`config.mk`:
```
export PLATFORM = sky130hd
export DESIGN_NAME = c_subset_token_scanner_core_flat
export DESIGN_NICKNAME = d
export VERILOG_FILES = /design/src/rtl/core/cts_pkg.sv /design/src/rtl/core/cts_stream_if.sv /design/src/rtl/core/cts_front.sv /design/src/rtl/core/cts_queue.sv /design/src/rtl/core/cts_back.sv /design/src/rtl/core/c_subset_token_scanner_core.sv /design/src/flat_wrapper.sv
export SDC_FILE = /design/constraint.sdc
export NUM_CORES = 1
export LEC_CHECK = 0
export BUFFER_PORTS_ARGS = -buffer_cell sky130_fd_sc_hd__buf_2
export CAP_MARGIN = 20
export CELL_PAD_IN_SITES_DETAIL_PLACEMENT = 1
export CELL_PAD_IN_SITES_GLOBAL_PLACEMENT = 1
export CORE_UTILIZATION = 45
export DETAILED_ROUTE_END_ITERATION = 10
export GPL_TIMING_DRIVEN = 0
export PLACE_DENSITY_LB_ADDON = 0.1
export SLEW_MARGIN = 20
export SYNTH_ARGS = -nofsm -noshare
export SYNTH_HDL_FRONTEND = slang
export SYNTH_SLANG_ARGS = --single-unit
```
`constraint.sdc`:
```
create_clock -name clk -period 6.2 [get_ports clk]
set_input_delay 1.24 -clock clk [delete_from_list [all_inputs] [get_ports clk]]
set_output_delay 1.24 -clock clk [all_outputs]
set_load 0.02 [all_outputs]
```
`src/rtl/core/cts_pkg.sv`:
```
`timescale 1ns / 1ps
package cts_pkg;

	localparam int OFFSET_BITS_DEF = 32;
	localparam int LENGTH_BITS_DEF = 16;
	localparam int QUEUE_DEPTH_DEF = 4;
	localparam int KW_COUNT        = 6;

	typedef enum logic [2:0] {
		KIND_KEYWORD    = 3'd0,
		KIND_IDENTIFIER = 3'd1,
		KIND_NUMBER     = 3'd2,
		KIND_OPERATOR   = 3'd3,
		KIND_DELIMITER  = 3'd4,
		KIND_UNKNOWN    = 3'd5
	} tok_kind_t;

	localparam logic [2:0] KW_INT    = 3'd0;
	localparam logic [2:0] KW_NONE   = 3'd6;

	localparam logic [7:0] CH_PLUS   = 8'h2b;
	localparam logic [7:0] CH_MINUS  = 8'h2d;
	localparam logic [7:0] CH_STAR   = 8'h2a;
	localparam logic [7:0] CH_EQUAL  = 8'h3d;
	localparam logic [7:0] CH_SEMI   = 8'h3b;
	localparam logic [7:0] CH_COMMA  = 8'h2c;
	localparam logic [7:0] CH_LPAREN = 8'h28;
	localparam logic [7:0] CH_RPAREN = 8'h29;
	localparam logic [7:0] CH_SPACE  = 8'h20;
	localparam logic [7:0] CH_TAB    = 8'h09;
	localparam logic [7:0] CH_CR     = 8'h0d;

	// int, float, if, else, while, return; first byte in the low bits
	localparam logic [47:0] KW_TEXT [KW_COUNT] = '{
		48'h0000_0074_6e69,
		48'h0074_616f_6c66,
		48'h0000_0000_6669,
		48'h0000_6573_6c65,
		48'h0065_6c69_6877,
		48'h6e72_7574_6572
	};
	localparam logic [2:0] KW_LEN [KW_COUNT] = '{3'd3, 3'd5, 3'd2, 3'd4, 3'd5, 3'd6};

	typedef struct packed {
		logic       has_flush;
		logic       has_char;
		tok_kind_t  flush_kind;
		logic [2:0] flush_kw;
		logic [7:0] flush_char;
		tok_kind_t  char_kind;
		logic [7:0] char_byte;
	} cts_entry_t;

	localparam int ENTRY_BITS = $bits(cts_entry_t);

	function automatic logic is_letter(input logic [7:0] c);
		return (c >= 8'h61 && c <= 8'h7a) || (c >= 8'h41 && c <= 8'h5a);
	endfunction

	function automatic logic is_digit(input logic [7:0] c);
		return c >= 8'h30 && c <= 8'h39;
	endfunction

	function automatic logic is_space(input logic [7:0] c);
		return c == CH_SPACE || (c >= CH_TAB && c <= CH_CR);
	endfunction

	function automatic logic [2:0] kw_lookup(input logic [47:0] six, input logic [2:0] len);
		logic [2:0] idx;
		idx = KW_NONE;
		for (int i = KW_COUNT - 1; i >= 0; i--) begin
			if (len == KW_LEN[i] && six == KW_TEXT[i]) begin
				idx = 3'(i);
			end
		end
		return idx;
	endfunction

endpackage

```
`src/rtl/core/cts_stream_if.sv`:
```
`timescale 1ns / 1ps
interface cts_byte_if;
	logic       valid;
	logic       ready;
	logic [7:0] ch;
	logic       end_of_input;

	modport source (output valid, output ch, output end_of_input, input ready);
	modport sink (input valid, input ch, input end_of_input, output ready);
endinterface

interface cts_tok_if #(
	parameter int OFFSET_BITS = 32,
	parameter int LENGTH_BITS = 16
);
	logic                   valid;
	logic                   ready;
	logic [2:0]             kind;
	logic [2:0]             keyword_index;
	logic [OFFSET_BITS-1:0] start_offset;
	logic [LENGTH_BITS-1:0] length;
	logic [7:0]             single_char;
	logic                   last;

	modport source (output valid, output kind, output keyword_index, output start_offset,
		output length, output single_char, output last, input ready);
	modport sink (input valid, input kind, input keyword_index, input start_offset,
		input length, input single_char, input last, output ready);
endinterface

```
`src/rtl/core/cts_front.sv`:
```
`timescale 1ns / 1ps
module cts_front import cts_pkg::*; #(
	parameter int OFFSET_BITS = OFFSET_BITS_DEF,
	parameter int LENGTH_BITS = LENGTH_BITS_DEF
) (
	input  logic                   clk,
	input  logic                   arst_n,
	cts_byte_if.sink               chars,
	input  logic                   q_full,
	output logic                   q_push,
	output cts_entry_t             q_entry,
	output logic [OFFSET_BITS-1:0] q_flush_start,
	output logic [LENGTH_BITS-1:0] q_flush_len,
	output logic [OFFSET_BITS-1:0] q_char_start
);

	typedef enum logic [2:0] {
		RUN_IDLE  = 3'b001,
		RUN_IDENT = 3'b010,
		RUN_NUM   = 3'b100
	} run_mode_t;

	run_mode_t              run_mode_q;
	logic [OFFSET_BITS-1:0] run_start_q;
	logic [LENGTH_BITS-1:0] run_len_q;
	logic [47:0]            run_six_q;
	logic [OFFSET_BITS-1:0] pos_q;

	logic       xfer, eoi, letter, digit, space, extend, flush;
	logic [2:0] kw;
	tok_kind_t  ckind;
	cts_entry_t entry;

	assign chars.ready = !q_full;
	assign xfer   = chars.valid && chars.ready;
	assign eoi    = chars.end_of_input;
	assign letter = is_letter(chars.ch);
	assign digit  = is_digit(chars.ch);
	assign space  = is_space(chars.ch);
	assign extend = !eoi && ((run_mode_q == RUN_IDENT && (letter || digit)) ||
		(run_mode_q == RUN_NUM && digit));
	assign flush  = run_mode_q != RUN_IDLE && !extend;
	assign kw     = (run_len_q <= LENGTH_BITS'(6)) ? kw_lookup(run_six_q, run_len_q[2:0]) : KW_NONE;

	always_comb begin
		unique case (chars.ch)
			CH_PLUS, CH_MINUS, CH_STAR, CH_EQUAL:   ckind = KIND_OPERATOR;
			CH_SEMI, CH_COMMA, CH_LPAREN, CH_RPAREN: ckind = KIND_DELIMITER;
			default:                                 ckind = KIND_UNKNOWN;
		endcase
	end

	always_comb begin
		entry.has_flush  = flush;
		entry.has_char   = !eoi && !extend && !space && !letter && !digit;
		entry.flush_char = run_six_q[7:0];
		entry.char_kind  = ckind;
		entry.char_byte  = chars.ch;
		if (run_mode_q == RUN_NUM) begin
			entry.flush_kind = KIND_NUMBER;
			entry.flush_kw   = KW_INT;
		end else if (kw != KW_NONE) begin
			entry.flush_kind = KIND_KEYWORD;
			entry.flush_kw   = kw;
		end else begin
			entry.flush_kind = KIND_IDENTIFIER;
			entry.flush_kw   = KW_INT;
		end
	end

	assign q_push        = xfer && (entry.has_flush || entry.has_char);
	assign q_entry       = entry;
	assign q_flush_start = run_start_q;
	assign q_flush_len   = run_len_q;
	assign q_char_start  = pos_q;

	always_ff @(posedge clk or negedge arst_n) begin
		if (!arst_n) begin
			run_mode_q  <= RUN_IDLE;
			run_start_q <= '0;
			run_len_q   <= '0;
			run_six_q   <= '0;
			pos_q       <= '0;
		end else if (xfer) begin
			if (eoi) begin
				run_mode_q <= RUN_IDLE;
			end else begin
				pos_q <= pos_q + 1'b1;
				if (extend) begin
					if (run_len_q < LENGTH_BITS'(6)) begin
						run_six_q[8*run_len_q[2:0] +: 8] <= chars.ch;
					end
					if (run_len_q != '1) begin
						run_len_q <= run_len_q + 1'b1;
					end
				end else if (letter || digit) begin
					run_mode_q  <= letter ? RUN_IDENT : RUN_NUM;
					run_start_q <= pos_q;
					run_len_q   <= LENGTH_BITS'(1);
					run_six_q   <= {40'd0, chars.ch};
				end else begin
					run_mode_q <= RUN_IDLE;
				end
			end
		end
	end

endmodule

```
`src/rtl/core/cts_queue.sv`:
```
`timescale 1ns / 1ps
module cts_queue #(
	parameter int DATA_BITS = 8,
	parameter int DEPTH     = 4
) (
	input  logic                 clk,
	input  logic                 arst_n,
	input  logic                 push,
	input  logic [DATA_BITS-1:0] wdata,
	input  logic                 pop,
	output logic [DATA_BITS-1:0] rdata,
	output logic                 full,
	output logic                 nonempty
);

	localparam int PTR_BITS = (DEPTH > 1) ? $clog2(DEPTH) : 1;
	localparam int CNT_BITS = $clog2(DEPTH + 1);

	logic [DATA_BITS-1:0] mem_q [DEPTH];
	logic [PTR_BITS-1:0]  wr_q, rd_q;
	logic [CNT_BITS-1:0]  cnt_q;
	logic                 do_push, do_pop;

	assign full     = cnt_q == CNT_BITS'(DEPTH);
	assign nonempty = cnt_q != '0;
	assign do_push  = push && !full;
	assign do_pop   = pop && nonempty;
	assign rdata    = mem_q[rd_q];

	always_ff @(posedge clk) begin
		if (do_push) begin
			mem_q[wr_q] <= wdata;
		end
	end

	always_ff @(posedge clk or negedge arst_n) begin
		if (!arst_n) begin
			wr_q  <= '0;
			rd_q  <= '0;
			cnt_q <= '0;
		end else begin
			if (do_push) begin
				wr_q <= (wr_q == PTR_BITS'(DEPTH - 1)) ? '0 : wr_q + 1'b1;
			end
			if (do_pop) begin
				rd_q <= (rd_q == PTR_BITS'(DEPTH - 1)) ? '0 : rd_q + 1'b1;
			end
			if (do_push && !do_pop) begin
				cnt_q <= cnt_q + 1'b1;
			end else if (do_pop && !do_push) begin
				cnt_q <= cnt_q - 1'b1;
			end
		end
	end

endmodule

```
`src/rtl/core/cts_back.sv`:
```
`timescale 1ns / 1ps
module cts_back import cts_pkg::*; #(
	parameter int OFFSET_BITS = OFFSET_BITS_DEF,
	parameter int LENGTH_BITS = LENGTH_BITS_DEF
) (
	input  logic                   clk,
	input  logic                   arst_n,
	input  logic                   q_nonempty,
	input  cts_entry_t             q_entry,
	input  logic [OFFSET_BITS-1:0] q_flush_start,
	input  logic [LENGTH_BITS-1:0] q_flush_len,
	input  logic [OFFSET_BITS-1:0] q_char_start,
	output logic                   q_pop,
	cts_tok_if.source              tokens
);

	logic                   valid_q;
	logic                   second_q;
	logic [2:0]             kind_q;
	logic [2:0]             kw_q;
	logic [OFFSET_BITS-1:0] start_q;
	logic [LENGTH_BITS-1:0] len_q;
	logic [7:0]             char_q;
	logic                   last_q;

	logic load, take_flush;

	assign load       = !valid_q || tokens.ready;
	assign take_flush = q_entry.has_flush && !second_q;
	assign q_pop      = load && q_nonempty && !(take_flush && q_entry.has_char);

	always_ff @(posedge clk or negedge arst_n) begin
		if (!arst_n) begin
			valid_q  <= 1'b0;
			second_q <= 1'b0;
		end else if (load) begin
			valid_q <= q_nonempty;
			if (q_nonempty) begin
				second_q <= take_flush && q_entry.has_char;
			end
		end
	end

	always_ff @(posedge clk) begin
		if (load && q_nonempty) begin
			if (take_flush) begin
				kind_q  <= q_entry.flush_kind;
				kw_q    <= q_entry.flush_kw;
				start_q <= q_flush_start;
				len_q   <= q_flush_len;
				char_q  <= q_entry.flush_char;
				last_q  <= !q_entry.has_char;
			end else begin
				kind_q  <= q_entry.char_kind;
				kw_q    <= KW_INT;
				start_q <= q_char_start;
				len_q   <= LENGTH_BITS'(1);
				char_q  <= q_entry.char_byte;
				last_q  <= 1'b1;
			end
		end
	end

	assign tokens.valid         = valid_q;
	assign tokens.kind          = kind_q;
	assign tokens.keyword_index = kw_q;
	assign tokens.start_offset  = start_q;
	assign tokens.length        = len_q;
	assign tokens.single_char   = char_q;
	assign tokens.last          = last_q;

endmodule

```
`src/rtl/core/c_subset_token_scanner_core.sv`:
```
// Order: the first token of a byte is held in the queue, then in the back end's output register;
//   a second token of the same byte is loaded from the same queue entry after the first is taken.
// Throughput: one byte per cycle while the queue is not full; a byte that closes a run and is a token
//   itself yields two tokens on the token port, a 4-entry queue absorbs the difference.
// Rate is set by the single token output port of the back end.
// Reset: arst_n clears run state, byte position, queue and output valid at once.
`timescale 1ns / 1ps
module c_subset_token_scanner_core import cts_pkg::*; #(
	parameter int OFFSET_BITS = OFFSET_BITS_DEF,
	parameter int LENGTH_BITS = LENGTH_BITS_DEF,
	parameter int QUEUE_DEPTH = QUEUE_DEPTH_DEF
) (
	input  logic      clk,
	input  logic      arst_n,
	cts_byte_if.sink  chars,
	cts_tok_if.source tokens
);

	localparam int Q_BITS = ENTRY_BITS + 2 * OFFSET_BITS + LENGTH_BITS;

	logic                   q_full, q_push, q_pop, q_nonempty;
	cts_entry_t             w_entry, r_entry;
	logic [OFFSET_BITS-1:0] w_fstart, w_cstart, r_fstart, r_cstart;
	logic [LENGTH_BITS-1:0] w_flen, r_flen;
	logic [Q_BITS-1:0]      q_wdata, q_rdata;

	cts_front #(.OFFSET_BITS(OFFSET_BITS), .LENGTH_BITS(LENGTH_BITS)) u_front (
		.clk           (clk),
		.arst_n        (arst_n),
		.chars         (chars),
		.q_full        (q_full),
		.q_push        (q_push),
		.q_entry       (w_entry),
		.q_flush_start (w_fstart),
		.q_flush_len   (w_flen),
		.q_char_start  (w_cstart)
	);

	assign q_wdata = {w_entry, w_fstart, w_flen, w_cstart};

	cts_queue #(.DATA_BITS(Q_BITS), .DEPTH(QUEUE_DEPTH)) u_queue (
		.clk      (clk),
		.arst_n   (arst_n),
		.push     (q_push),
		.wdata    (q_wdata),
		.pop      (q_pop),
		.rdata    (q_rdata),
		.full     (q_full),
		.nonempty (q_nonempty)
	);

	assign {r_entry, r_fstart, r_flen, r_cstart} = q_rdata;

	cts_back #(.OFFSET_BITS(OFFSET_BITS), .LENGTH_BITS(LENGTH_BITS)) u_back (
		.clk           (clk),
		.arst_n        (arst_n),
		.q_nonempty    (q_nonempty),
		.q_entry       (r_entry),
		.q_flush_start (r_fstart),
		.q_flush_len   (r_flen),
		.q_char_start  (r_cstart),
		.q_pop         (q_pop),
		.tokens        (tokens)
	);

endmodule

```
`src/flat_wrapper.sv`:
```
// flat-port wrapper written by rule: the top's interface ports become plain ports
module c_subset_token_scanner_core_flat import cts_pkg::*;
#(
	parameter int OFFSET_BITS = OFFSET_BITS_DEF,
	parameter int LENGTH_BITS = LENGTH_BITS_DEF,
	parameter int QUEUE_DEPTH = QUEUE_DEPTH_DEF
)
  (clk, arst_n, chars_valid, chars_ch, chars_end_of_input, chars_ready, tokens_valid, tokens_kind, tokens_keyword_index, tokens_start_offset, tokens_length, tokens_single_char, tokens_last, tokens_ready);
  cts_byte_if chars_i ();
  cts_tok_if #(.OFFSET_BITS(OFFSET_BITS), .LENGTH_BITS(LENGTH_BITS)) tokens_i ();
  input  logic clk;
  input  logic arst_n;
  input wire logic [$bits(chars_i.valid)-1:0] chars_valid;
  input wire logic [$bits(chars_i.ch)-1:0] chars_ch;
  input wire logic [$bits(chars_i.end_of_input)-1:0] chars_end_of_input;
  output wire logic [$bits(chars_i.ready)-1:0] chars_ready;
  output wire logic [$bits(tokens_i.valid)-1:0] tokens_valid;
  output wire logic [$bits(tokens_i.kind)-1:0] tokens_kind;
  output wire logic [$bits(tokens_i.keyword_index)-1:0] tokens_keyword_index;
  output wire logic [$bits(tokens_i.start_offset)-1:0] tokens_start_offset;
  output wire logic [$bits(tokens_i.length)-1:0] tokens_length;
  output wire logic [$bits(tokens_i.single_char)-1:0] tokens_single_char;
  output wire logic [$bits(tokens_i.last)-1:0] tokens_last;
  input wire logic [$bits(tokens_i.ready)-1:0] tokens_ready;
  assign chars_i.valid = chars_valid;
  assign chars_i.ch = chars_ch;
  assign chars_i.end_of_input = chars_end_of_input;
  assign chars_ready = chars_i.ready;
  assign tokens_valid = tokens_i.valid;
  assign tokens_kind = tokens_i.kind;
  assign tokens_keyword_index = tokens_i.keyword_index;
  assign tokens_start_offset = tokens_i.start_offset;
  assign tokens_length = tokens_i.length;
  assign tokens_single_char = tokens_i.single_char;
  assign tokens_last = tokens_i.last;
  assign tokens_i.ready = tokens_ready;
  c_subset_token_scanner_core #(.OFFSET_BITS(OFFSET_BITS), .LENGTH_BITS(LENGTH_BITS), .QUEUE_DEPTH(QUEUE_DEPTH)) u_core (.clk(clk), .arst_n(arst_n), .chars(chars_i), .tokens(tokens_i));
endmodule
```
After elaboration in Yosys (flattened, before gate mapping). Memory sizes are Yosys's and may differ from the RTL's. Index checks and enable logic that the tools add are counted.

Bits in registers: 203. Latch bits: 0. Memory bits (writable): 424. Memory bits (read-only): 0. Output and inout bits: 65. Word-level logic and storage cells: 156. Memories: 1.

$add $sub $neg: 7. Multipliers: 0. Div/mod/pow operators: 0. Order comparisons: 10. Eq/ne operators: 31. Shifts and indexed selects: 2. Multiplexer cells: 30. Bitwise gates (word level): 2. Reduce and logical (&&, ||, !) cells: 57.

Memories: u_core.u_queue.mem_q (depth 4, width 106, rd ports 1, clocked after memory_dff 0, wr ports 1, line cts_queue.sv:19) `logic [DATA_BITS-1:0] mem_q [DEPTH];`.

Operators by type and width (count): two-way mux 48 bit (3); equality test 48 x 39 -> 1 bit (second input constant) (2); equality test 8 x 6 -> 1 bit (second input constant) (9); bitwise mux 48 bit (1); equality test 48 x 15 -> 1 bit (second input constant) (1); equality test 48 x 23 -> 1 bit (second input constant) (1); equality test 48 x 31 -> 1 bit (second input constant) (1); equality test 48 x 47 -> 1 bit (second input constant) (1); two-way mux 16 bit (3); variable shift 8 x 34 -> 48 bit (first input constant) (1); indexed part select 8 x 34 -> 48 bit (1); two-way mux 3 bit (13); negation 6 -> 34 bit (1); adder 32 x 1 -> 32 bit (second input constant) (1); two-way mux 32 bit (1); logical AND 1 bit (28); adder 16 x 1 -> 16 bit (second input constant) (1); >= comparator 8 x 7 -> 1 bit (second input constant) (2); <= comparator 16 x 3 -> 1 bit (second input constant) (1); <= comparator 8 x 7 -> 1 bit (second input constant) (2); less-than comparator 16 x 3 -> 1 bit (second input constant) (1); != test 16 bit (second input constant) (1); equality test 3 bit (second input constant) (5); logical NOT 1 bit (12); 26 further kinds (46).

Logic depth before layout (Yosys ltp).
Depth after elaboration: 19. Gate-level depth with buffers: 13. Mapped depth without buffers: 11.

Hierarchy. Synthesis repeated with hierarchy kept, for this count alone.

Cell total of the unflattened synthesis: 1393. Area total of the unflattened synthesis: 25217.9 µm².

By module, submodules not included: cts_queue (times used 1, cells each 596, area each 15845.2 µm²); cts_front (times used 1, cells each 654, area each 6527.5 µm²); cts_back (times used 1, cells each 143, area each 2845.2 µm²).

Least setup slack after synthesis. No wires, ideal clock.

Kind: input-to-reg. Start: input tokens_ready. End: register u_core.u_queue.cnt_q[1]. Setup time: 0.125 ns. Arrival: 6.087 ns. Data required time: 6.075 ns. Slack: -0.012 ns. Cell stages on the path: 7. Cell sequence: inv_1 -> a21oi_1 -> nand2_1 -> ha_1 -> inv_1 -> fa_1 -> mux2_2.

Cells in the longest elaborated chain, start to end: 7. Elaborated cells between the ends (all ways): 9. Classes of those cells: mux (1); reduce/logical (8).

RTL lines: start, declared (line flat_wrapper.sv:24) `input wire logic [$bits(tokens_i.ready)-1:0] tokens_ready;`; logical OR 1 bit * (line cts_back.sv:28) `assign load = !valid_q || tokens.ready;`; logical AND 1 bit * (2 in a row) (line cts_back.sv:30) `assign q_pop = load && q_nonempty && !(take_flush && q_entry.has_char);`; logical AND 1 bit * (line cts_queue.sv:27) `assign do_pop = pop && nonempty;`; logical NOT 1 bit (line cts_queue.sv:48) `if (do_push && !do_pop) begin`; logical AND 1 bit (line cts_queue.sv:48); two-way mux 3 bit / nonzero test 2 bit (equally long branches); end signal, assigned (line cts_queue.sv:49) `cnt_q <= cnt_q + 1'b1;`; end signal, assigned (line cts_queue.sv:51) `cnt_q <= cnt_q - 1'b1;`; end, declared (line cts_queue.sv:21) `logic [CNT_BITS-1:0] cnt_q;`.

Every way passes the cells marked *; elsewhere a longest branch is shown, timed or not. A chain may end at the register's enable or synchronous reset.

==> run summary <==
The signal on the critical path passes through buf_2 -> buf_2 -> inv_1 -> nor3_2 -> o31ai_4 -> nor4_4 -> a32o_2 -> and2_4 -> buf_16 -> buf_12. The number of clock buffers added by TritonCTS is 68. The worst hold path terminates at u_core.u_front.run_six_q[15]$_DFFE_PN0P_.

The post-detailed-route DRC marker count is 0. The power per cell area is 448 nW/um^2. The smallest clock period supported by the final layout is computed as 4.25 ns.

The core area came out at 54,000 um^2. The CTS clock-pin slew for the worst setup and hold paths is 0.06 ns. The floorplan has 85 rows.

The cell count after synthesis came out at 1,386. The yosys synthesis warning count is 0. Across all register-to-register paths, the minimum setup slack is 3.04 ns. The critical-path maximum fanout is 42. The count of TritonRoute iterations in the first routing pass came out at 5. The buffering stage count on the worst path with inverters included is 5. The worst flop-to-flop path startpoint is u_core.u_front.q_flush_len[0]$_DFFE_PN0P_. The origin of the worst setup path is chars_ch[3]. The family with the most delay on the worst path is simple AND/OR/NAND/NOR gates.

The post-detailed-route via-to-cell ratio came out at 5.63. Post-CTS repair changed the size of 0 cells. The worst hold path begins at u_core.u_front.run_six_q[15]$_DFFE_PN0P_.

The count of vias placed by the detailed router came out at 12,925. The final number of max-transition violations came out at 0. The worst setup path is captured at a register. The clock sink count came out at 627. The tightest min-delay check is of the reg -> reg type. The number of non-filler instances in the completed layout is 2,295.

Detailed placement ended at an HPWL of 36,400 um. The horizontal extent of the die came out at 236 um. Setup violations remaining at the end of the flow were counted as 0. The required time at the endpoint of the critical path came out at 6.46 ns. The relative slew slack is 27.7%.

The number of global-route vias before repair is 13,958. The startpoint kind of the worst setup timing path is an input port. Summed over all cells, the static leakage comes to 10.5 nW. The async set or reset register ratio after synthesis is 22.3%. The register bit total from synthesis is 627.

After detailed routing, the average wire length per cell comes to 24.5 um. The number of flops mapped to enable cells by yosys came out at 487. In the final timing run, aggregate negative setup slack is 0 ns. The average cell area after synthesis is 17.8 um^2.

The number of cells traversed by the worst hold path came out at 1. Measured in cells, the most critical reg-to-reg path has a length of 8. The clock latency of the later-clocked register in the worst-skew pair is 0.59 ns. The final RePlAce weighted congestion came out at 0.873. The run finished with clean final reports. The diode insertion count for antenna repair is 0. The number of distinct library cells after synthesis is 75. The final hold violation count came out at 0. The number of nets in the synthesized netlist came out at 1,414. The number of buffer cells added on primary ports is 77. For the final database, setup skew stands at 0.0215 ns. The predominant post-synthesis flop cell is edfxtp_1.

The number of cells after detailed placement is 2,172. The delay contributed by the slowest stage of the critical path is 0.54 ns. For this configuration, the core starts out at a cell density of 45.8%.

The top-level I/O count is 78. The critical path class is in -> reg. Summing every instance area after synthesis gives 24,700 um^2. The fmax is 0.235 GHz.

The CTS tree is built. Among the stages of the critical path, the cell type that occurs most often is buf_2. The area growth from synthesis to final layout is 15.3%. Summed over all instances, the cell type with the most area after synthesis is edfxtp_1. In this run the post-CTS setup repair buffer count came out at 0. The share of synthesized area in the top cell type comes to 59.2%.

The number of nets in the layout is 1,574. The first-iteration detailed-routing DRC count came out at 840. For the worst setup path, the data arrival time is 4.51 ns.

The count of H-tree levels built during CTS is 3. By area the synthesized netlist is led by edfxtp_1 (59%), dfrtp_1 (14%), mux4_2 (9.7%). The hold buffer count at cts is 0. The maximum number of pins on one net before global-route repair is 76. Across every metal layer, demand over resource in global routing totals 20.8%. The number of antenna violations at the first check in global routing came out at 1. The root buffer selected by CTS is clkbuf_16. The final critical path takes up 68.5% of the cycle. The die covers 55,900 um^2. The first global-routing pass estimated 86,500 um of wire.

Setup repair after global routing left no endpoint under its margin. The transition time of the tightest slew-check pin is 1.09 ns. The total length of routed wires came out at 56,200 um. The maximum vdd ir drop is 201 uV. The post-place instance area is 26,400 um^2. The buffer depth of the longest clock path came out at 3. Among all stages on the critical path, the largest delay is contributed by and2_4. The endpoint identified for the worst register-to-register timing path is u_core.u_front.run_six_q[42]$_DFFE_PN0P_. The remaining antenna violation count came out at 0. The vertical die dimension is 236 um.

The final design instance area without fill is 28,500 um^2. The max capacitance violation total came out at 0. The fraction of layout cells with a size suffix above 1 came out at 24.1%. The sequential share of the synthesized area is 73.3%. The total congestion overflow after global routing is 0.
==> layout make-up <==
class | count | area, um^2
Multi-Input combinational cell | 682 | 6230
Fill cell | 4948 | 25500
Clock inverter | 18 | 160
Timing Repair Buffer | 90 | 738
Sequential cell | 627 | 18100
Clock buffer | 105 | 1970
Tap cell | 696 | 871
Buffer | 56 | 307
Inverter | 21 | 78.8
==> state kept, by name, indices dropped and copies added, names as in the netlist <==
name and count:
u_core.u_back.second_q 1, u_core.u_back.tokens.keyword_index 3, u_core.u_back.tokens.kind 3, u_core.u_back.tokens.last 1, u_core.u_back.tokens.length 16, u_core.u_back.tokens.single_char 8
u_core.u_back.tokens.start_offset 32, u_core.u_back.tokens.valid 1, u_core.u_front.q_char_start 32, u_core.u_front.q_flush_len 16, u_core.u_front.q_flush_start 32, u_core.u_front.run_mode_q 3
u_core.u_front.run_six_q 48, u_core.u_queue.cnt_q 3, u_core.u_queue.mem_q 424, u_core.u_queue.rd_q 2, u_core.u_queue.wr_q 2
==> cell usage in the layout, fill, tap and decap left out, types with 4 or more instances in the layout <==
cell type	n
mux2_1	9
buf_6	9
mux4_2	106
ha_1	14
nand3_1	29
buf_2	89
a21oi_1	16
edfxtp_1	487
a22o_1	17
buf_16	11
xor2_1	13
or3_1	14
nor4bb_1	5
clkbuf_16	71
xnor2_1	22
clkinv_2	7
dfrtp_1	139
clkbuf_8	7
o21ai_1	14
nand4_1	21
and2_4	4
and2_1	14
clkbuf_1	55
nand4b_1	5
o31ai_1	7
nor4_1	16
and3_1	36
o21ai_0	18
clkinv_1	7
nand2_1	146
inv_1	21
nor3_1	14
mux2_2	45
nor2_1	32
==> power by group <==
part | internal, W | leakage (nW) | switching, W | total [W]
combinational | 0.00141 | 2.93 | 0.00177 | 0.00318
sequential | 0.00540 | 6.49 | 0.000280 | 0.00568
clock | 0.00231 | 1.04 | 0.00159 | 0.00390
total | 0.00913 | 10.5 | 0.00364 | 0.0128
==> synthesized netlist by cell type (3+ instances only) <==
cell      count
a22o_1       17
mux4_2      106
o21ai_0      18
o211ai_1      3
or3_1        14
nor4b_1       3
inv_1        21
nor4_1       16
clkbuf_1     28
ha_1         14
mux2_2       45
xnor2_1      22
nor2_1       32
and4b_1       3
nand3_1      29
nand4_1      21
buf_4         3
o21ai_1      14
mux2_1        9
dfrtp_1     139
buf_2        13
a21oi_1      17
nor4bb_1      5
edfxtp_1    487
or4_1         3
xor2_1       13
and3_1       36
nor2b_1       3
buf_6         9
nor3_1       15
and2_1       18
o31ai_1       7
nand4b_1      5
nand2_1     146
==> routing by layer <==
| layer | up-vias | wire length, um | global-route usage [%] |
|---|---|---|---|
| met5 | - | 0 | 0 |
| met1 | 6845 | 25100 | 28.7 |
| met3 | 70 | 2030 | 2.97 |
| li1 | 5783 | - | - |
| met2 | 227 | 27900 | 34.4 |
| met4 | 0 | 1200 | 6.59 |
==> cell families after synthesis <==
family,after synthesis,share of synthesized area [%]
adder cells (fa/ha/maj),15,0.790
buffers and inverters,77,1.56
AND/OR/NAND/NOR,371,7.93
multiplexers,161,12.2
XOR/XNOR,35,1.24
AO/OA/AOI/OAI,100,2.98
flip-flops,627,73.3
==> worst max-delay path by stage <==
stage	slack, ns	to	cells after the start
after global routing	1.78	u_core.u_queue.mem_q[0][54]$_DFFE_PP_	10
final	1.95	u_core.u_queue.mem_q[0][54]$_DFFE_PP_	10
after global placement	-2.00	u_core.u_queue.mem_q[2][56]$_DFFE_PP_	8
after detailed placement	1.30	u_core.u_queue.mem_q[0][41]$_DFFE_PP_	10
after CTS	1.91	u_core.u_queue.mem_q[0][54]$_DFFE_PP_	10
after floorplan	0.62	u_core.u_queue.mem_q[0][0]$_DFFE_PP_	7
==> per-stage QoR <==
step | util (%) | setup WS, ns | power, W | hold slack, ns
after floorplan | - | 0.617 | 0.00788 | 0.453
after global placement | 48.1 | -2.00 | 0.00894 | 0.478
after detailed placement | 48.8 | 1.30 | 0.00905 | 0.480
after CTS | 52.7 | 1.91 | 0.0130 | 0.499
after global routing | 52.7 | 1.78 | 0.0133 | 0.521
final | 52.7 | 1.95 | 0.0128 | 0.493
(Power assumes the default switching activity.)
